==> config.mk <==
export PLATFORM = sky130hd
export DESIGN_NAME = ept_ctrl
export DESIGN_NICKNAME = d
export VERILOG_FILES = /design/src/hdl/ept_pkg.sv /design/src/hdl/ept_ctrl.sv
export SDC_FILE = /design/constraint.sdc
export NUM_CORES = 1
export LEC_CHECK = 0
export BUFFER_PORTS_ARGS = -buffer_cell sky130_fd_sc_hd__buf_4
export CAP_MARGIN = 20
export CORE_MARGIN = 4
export CORE_UTILIZATION = 47
export DETAILED_ROUTE_END_ITERATION = 16
export GPL_TIMING_DRIVEN = 0
export PLACE_DENSITY = 0.76
export SLEW_MARGIN = 10
export SYNTH_ARGS = -nofsm -noshare
export SYNTH_HDL_FRONTEND = slang
export SYNTH_SLANG_ARGS = --single-unit
==> constraint.sdc <==
create_clock -name i_clk -period 1.9 [get_ports i_clk]
set_input_delay 0.095 -clock i_clk [delete_from_list [all_inputs] [get_ports i_clk]]
set_output_delay 0.095 -clock i_clk [all_outputs]
set_load 0.05 [all_outputs]
==> src/hdl/ept_pkg.sv <==
// shared types, constants and the arctangent table of the ellipse tessellator
package ept_pkg;

    typedef struct packed {
        logic signed [31:0] box_x;
        logic signed [31:0] box_y;
        logic signed [31:0] box_w;
        logic signed [31:0] box_h;
    } t_ept_in;

    typedef struct packed {
        logic signed [31:0] vertex_x;
        logic signed [31:0] vertex_y;
        logic [5:0]         vertex_number;
        logic               last_vertex;
    } t_ept_out;

    typedef enum logic [2:0] {
        ST_IDLE,
        ST_DIV,
        ST_ZMUL,
        ST_CORDIC,
        ST_ROT,
        ST_MUL,
        ST_OFF,
        ST_EMIT
    } t_ept_state;

    // register indexes of the configuration port
    localparam logic [1:0] REG_ORIGIN_X = 2'd0;
    localparam logic [1:0] REG_ORIGIN_Y = 2'd1;
    localparam logic [1:0] REG_ALPHA    = 2'd2;

    localparam logic [5:0] DIV_LAST    = 6'd32;
    localparam logic [5:0] CORDIC_LAST = 6'd29;

    localparam logic [30:0] HALF_PI_Q30 = 31'd1686629713;
    localparam logic signed [33:0] CORDIC_GAIN = 34'sd652032874;
    localparam logic signed [33:0] Q30_ONE     = 34'sd1073741824;
    localparam logic [31:0] TWO_Q16 = 32'h0002_0000;

    typedef struct packed {
        logic       load_box;
        logic       div_step;
        logic       zmul;
        logic       cordic_step;
        logic       rot;
        logic       mul;
        logic       off;
        logic       emit;
        logic [5:0] k;
    } t_ept_cmd;

    typedef struct packed {
        logic drop;
        logic thin;
        logic corner;
        logic last;
        logic out_free;
    } t_ept_stat;

    function automatic logic signed [31:0] atan_q30(input logic [4:0] idx);
        logic signed [31:0] v;
        case (idx)
            5'd0:  v = 32'sh3243F6A8;
            5'd1:  v = 32'sh1DAC6705;
            5'd2:  v = 32'sh0FADBAFC;
            5'd3:  v = 32'sh07F56EA6;
            5'd4:  v = 32'sh03FEAB76;
            5'd5:  v = 32'sh01FFD55B;
            5'd6:  v = 32'sh00FFFAAA;
            5'd7:  v = 32'sh007FFF55;
            5'd8:  v = 32'sh003FFFEA;
            5'd9:  v = 32'sh001FFFFD;
            5'd10: v = 32'sh000FFFFF;
            5'd11: v = 32'sh0007FFFF;
            5'd12: v = 32'sh0003FFFF;
            5'd13: v = 32'sh0001FFFF;
            5'd14: v = 32'sh0000FFFF;
            5'd15: v = 32'sh00007FFF;
            5'd16: v = 32'sh00003FFF;
            5'd17: v = 32'sh00001FFF;
            5'd18: v = 32'sh00000FFF;
            5'd19: v = 32'sh000007FF;
            5'd20: v = 32'sh000003FF;
            5'd21: v = 32'sh000001FF;
            5'd22: v = 32'sh000000FF;
            5'd23: v = 32'sh0000007F;
            5'd24: v = 32'sh0000003F;
            5'd25: v = 32'sh0000001F;
            5'd26: v = 32'sh0000000F;
            5'd27: v = 32'sh00000008;
            5'd28: v = 32'sh00000004;
            5'd29: v = 32'sh00000002;
            default: v = 32'sh0;
        endcase
        return v;
    endfunction

endpackage

==> src/hdl/ept_ctrl.sv <==
// sequencing state machine of the ellipse tessellator
module ept_ctrl (
    input  logic              i_clk,
    input  logic              i_rst_n,
    input  logic              i_in_valid,
    output logic              o_in_ready,
    input  ept_pkg::t_ept_stat i_stat,
    output ept_pkg::t_ept_cmd  o_cmd
);
    import ept_pkg::*;

    t_ept_state r_state, n_state;
    logic [5:0] r_k, n_k;

    always_ff @(posedge i_clk) begin
        if (!i_rst_n) begin
            r_state <= ST_IDLE;
            r_k     <= '0;
        end else begin
            r_state <= n_state;
            r_k     <= n_k;
        end
    end

    always_comb begin
        n_state    = r_state;
        n_k        = r_k;
        o_cmd      = '0;
        o_cmd.k    = r_k;
        o_in_ready = 1'b0;
        case (r_state)
            ST_IDLE: begin
                o_in_ready = 1'b1;
                if (i_in_valid) begin
                    o_cmd.load_box = 1'b1;
                    n_k = '0;
                    if (i_stat.drop) begin
                        n_state = ST_IDLE;
                    end else if (i_stat.thin) begin
                        n_state = ST_EMIT;
                    end else begin
                        n_state = ST_DIV;
                    end
                end
            end
            ST_DIV: begin
                o_cmd.div_step = 1'b1;
                if (r_k == DIV_LAST) begin
                    n_k     = '0;
                    n_state = ST_ZMUL;
                end else begin
                    n_k = r_k + 6'd1;
                end
            end
            ST_ZMUL: begin
                o_cmd.zmul = 1'b1;
                n_k        = '0;
                n_state    = ST_CORDIC;
            end
            ST_CORDIC: begin
                o_cmd.cordic_step = 1'b1;
                if (r_k == CORDIC_LAST) begin
                    n_k     = '0;
                    n_state = ST_ROT;
                end else begin
                    n_k = r_k + 6'd1;
                end
            end
            ST_ROT: begin
                o_cmd.rot = 1'b1;
                n_state   = ST_MUL;
            end
            ST_MUL: begin
                o_cmd.mul = 1'b1;
                n_state   = ST_OFF;
            end
            ST_OFF: begin
                o_cmd.off = 1'b1;
                n_state   = ST_EMIT;
            end
            ST_EMIT: begin
                if (i_stat.out_free) begin
                    o_cmd.emit = 1'b1;
                    if (i_stat.last) begin
                        n_state = ST_IDLE;
                    end else if (i_stat.corner) begin
                        n_state = ST_EMIT;
                    end else begin
                        n_state = ST_ZMUL;
                    end
                end
            end
            default: begin
                n_state = ST_IDLE;
            end
        endcase
    end

endmodule

# Word-level counts from Yosys, hierarchy flattened
# Index checks and enable logic that the tools add are counted.
[word_totals] elab_cells=44 input_bits=8 regBits=9
[op_classes] mux=24 reduce_logical=4 addsub=1 n_eq_ne=13
[op_table] op="3-bit two-way mux" n=8
[op_table] op="3-bit case mux with 8 select lines" n=1
[op_table] op="6-bit case mux with 4 select lines" n=1
[op_table] op="6-bit two-way mux" n=3
[op_table] op="3-bit equality test, second input constant" n=4
[op_table] op="1-bit two-way mux" n=11
[op_table] op="2-bit inequality test, second input constant" n=4
[op_table] op="6-bit by 1-bit adder with 6-bit output, second input constant" n=1
[op_table] op="3-bit by 2-bit equality test with 1-bit output, second input constant" n=2
[op_table] op="6-bit by 5-bit equality test with 1-bit output, second input constant" n=1
[op_table] op="6-bit equality test, second input constant" n=1
[op_table] op="4-bit AND reduction" n=1
[op_table] op="4-bit nonzero test" n=1
[op_table] op="3-bit by 1-bit equality test with 1-bit output, second input constant" n=1
[op_table] op="3-bit logical NOT" n=1
[op_table] op="2-bit AND reduction" n=1

# Depth between registers and ports, before layout
[depth] depth_word=4 ltp_mapped=7

# Least setup slack after synthesis
# No wires, ideal clock.
[synth_path] kind="reg-to-output" startpoint="register r_state[1]" endpoint="output o_cmd[13] (netlist bit)" setup_slack_ps=-478 path_stages_with_launch=5 path_buffers=2 t_arrival_ps=2283 cell_sequence="dfxtp_1 buf_2 buf_2 nor3_1 and2_1"
[synth_lines] element="start, declared" line="ept_ctrl.sv:12" text="t_ept_state r_state, n_state;"
[synth_lines] element="start signal, assigned" line="ept_ctrl.sv:20" text="r_state <= n_state;"
[synth_lines] element="end, declared" line="ept_ctrl.sv:8" text="output ept_pkg::t_ept_cmd o_cmd"

# Worst setup path after layout
[layout_path] startpoint="register r_k[1]" endpoint="register r_k[1]"
[layout_between] elab_chain_cells=3 word_cells_on_any_way=6 cone_classes="add/sub (1); eq/ne (2); mux (3)"
[layout_rtl] element="start, declared" line="ept_ctrl.sv:13" text="logic [5:0] r_k, n_k;"
[layout_rtl] element="start signal, assigned" line="ept_ctrl.sv:21" text="r_k <= n_k;"
[layout_rtl] element="6-bit by 1-bit adder with 6-bit output (tied with other cells)" line="ept_ctrl.sv:52, ept_ctrl.sv:66"
[layout_rtl] element="6-bit two-way mux (on tied branches)" line="ept_ctrl.sv:62, ept_ctrl.sv:48"
[layout_rtl] element="6-bit case mux with 4 select lines *" line="ept_ctrl.sv:31" text="case (r_state)"
# Mark *: on every way between the ends. The rest lies on a longest branch, timed or not.
# A chain may end at the register's enable or synchronous reset.

==> metrics <==
Internal=0.480 mW; endpoints failing hold=0; startpoint type of the worst setup path=flip-flop; clk sink count=9; Total Power=0.957 mW; Synth Warn #=0; Post-DRT Antenna Nets=0; Crit. End Element=flip-flop; Worst Hold Class=in2reg; largest net degree at the start of global routing=11; Critical Path Fanout Max=6; fin cells=124; Worst Reg-to-Reg Cells=7; routed vias/inst=5.66; gr usage total=17.9%; maximum VDD drop=600 uV; root buffer selected by CTS=clkbuf_4; port bufs=22; DRC Markers=0; Post-CTS Repair Setup Buffers=0; Mapped Nets=94; Clock Power Share=15.6%; EDFF count, synth=0; worst hold slack=0.119 ns; Worst Path Class, Setup=reg2reg; max-cap violations=0; slew at the pin closest to its max-slew limit=0.492 ns; I/O pin cnt=23; grt ovf=0; CTS tree=yes; num rows=13; total routed wirelength=1.60 mm; Pre-Repair DR Iteration Count=4; vias in the first global route=636; Mapped Area=657 um2; fin nets=121; antenna cells=0; post-CTS resize count=0; die height=45.4 um; HPWL Detailed=1.24 mm; Leak=0.396 nW; status=completed; clock buffer depth=2; Pwr per Cell Area=1080 nW/um2; area grow syn2layout=35.2%; slowest stage cell on the critical path=or3b_4; # placed instances=120; syn_area_per_cell=7.91 um2; GP Congestion=0.827; Hold Crit Depth=2; Final setup viols=0; critical path arrival=1.82 ns; Post-synth ARST share=0%; P_sw=0.477 mW; Die W=45.4 um; # hold bufs at CTS=0; first-pass GRT wire length=2.69 mm; Top FF cell, synth=dfxtp_1; vias=702; Clock Skews=0.00105 ns; initial antenna violation count=0; Final Max Tran Viols=0; Starting Density=50.5%; worst path cell trace=inv_1 > ha_1 > nand4_1 > or3b_4 > o211a_1 > a22oi_1 > nor2b_1; post-route minimum period=1.66 ns; Core Area=1300 um2; register area share after synthesis=27.4%; Flop pwr share=25.5%; unrepaired setup endpoints after global routing=no; switching share of power=49.8%; synthesized flop and latch total=9; fin crit share=87.5%; Die Area=2060 um2; routed len/inst=12.9 um; share of cells above drive strength 1=33.0%; fraction of power consumed by combinational cells=58.9%; Reg clk slew, reported paths=0.06 ns; Worst-Skew Late Latency=0.26 ns; TNS Setup=0 ns; Synth Instances=83; CTS H-tree depth=1; initial drt markers=13; relative slew slack=66.9%; max incr delay on CP=0.42 ns; cts bufs inserted=3; Netlist cell types=32; Worst EP required=2.05 ns; Fmax=602 MHz
[cells in the final DEF, fill, tap and decap left out, types with 4 or more instances in the layout]
cell type	count
a21o_1	4
a21oi_1	5
buf_4	22
dfxtp_1	8
nand2_1	6
nor2_1	4
nor2b_1	4
nor3_1	6
o21ai_0	4
[worst paths after layout]
path | slack [ns] | to | start
worst min-delay path | 0.12 | r_k[1] | i_rst_n
worst min register to register | 0.56 | r_k[4] | r_k[4]
worst max register to register | 0.24 | r_k[1] | r_k[1]
worst max-delay path | 0.24 | r_k[1] | r_k[1]
[critical path, delay by kind of cell (launching register included)]
kind                     cells  cell delay, ns
AO/OA/AOI/OAI                2            0.39
buffers and inverters        1            0.09
AND/OR/NAND/NOR              3            0.60
flip-flops                   1            0.35
adder cells (fa/ha/maj)      1            0.14
[cell families after synthesis]
group                    count (synthesis)  share of synthesized area, %
adder cells (fa/ha/maj)                  3                          5.71
AO/OA/AOI/OAI                           26                          28.6
flip-flops                               9                          27.4
multiplexers                             1                          1.52
buffers and inverters                    7                          4.38
AND/OR/NAND/NOR                         37                          32.4
[power by group through the flow]
| stage | Combinational (mW) | Sequential [mW] | Clock (mW) |
|---|---|---|---|
| floorplan | 0.404 | 0.264 | 0 |
| global placement | 0.559 | 0.246 | 0 |
| detailed placement | 0.566 | 0.249 | 0 |
| CTS | 0.567 | 0.244 | 0.156 |
| global route | 0.612 | 0.249 | 0.168 |
| finish | 0.564 | 0.244 | 0.149 |
[stage by stage]
stage | util, % | worst slack, ns | area (um2)
2_1_floorplan | - | -0.0103 | 678
3_3_place_gp | 66.3 | 0.263 | 862
3_5_place_dp | 66.3 | 0.239 | 862
4_1_cts | 68.3 | 0.226 | 888
5_1_grt | 68.3 | 0.113 | 888
6_report | 68.3 | 0.238 | 888
[cell type report]
cell class              count  area (um2)
repair buffers             22         165
flip-flops and latches      9         181
plain buffers               4        17.5
fillers                   128         413
inverters                   3        11.3
multi-input cells          67         468
well taps                  15        18.8
clock buffers               4        26.3
[flip-flops by register name, indices dropped and copies added (netlist names)]
register and flops:
r_state 3, r_k 6
[routing by layer]
| layer | part of all wire (%) | vias to the layer above | global-route usage, % | routed length, um |
|---|---|---|---|---|
| met1 | 46 | 325 | 25.0 | 742 |
| li1 | - | 356 | - | - |
| met4 | 1.7 | 0 | 7.60 | 27 |
| met5 | 0 | - | 0 | 0 |
| met2 | 46 | 16 | 24.2 | 733 |
| met3 | 5.9 | 5 | 6.72 | 94 |
[synthesized netlist by cell type (2+ instances only)]
library cell	n	area, um2
and3_2	2	15.0
ha_1	3	37.5
nand3_1	2	10.0
a21o_1	4	30.0
nor2b_1	4	25.0
nor3b_1	6	45.0
dfxtp_1	9	180
nor3_1	7	35.0
o21ai_0	4	20.0
clkbuf_1	2	7.51
a21oi_1	5	25.0
nand2b_1	2	12.5
nor2_1	4	15.0
inv_1	3	11.3
buf_2	2	10.0
o21ai_1	3	15.0
nand2_1	6	22.5
Power figures use the tool's default switching activity.
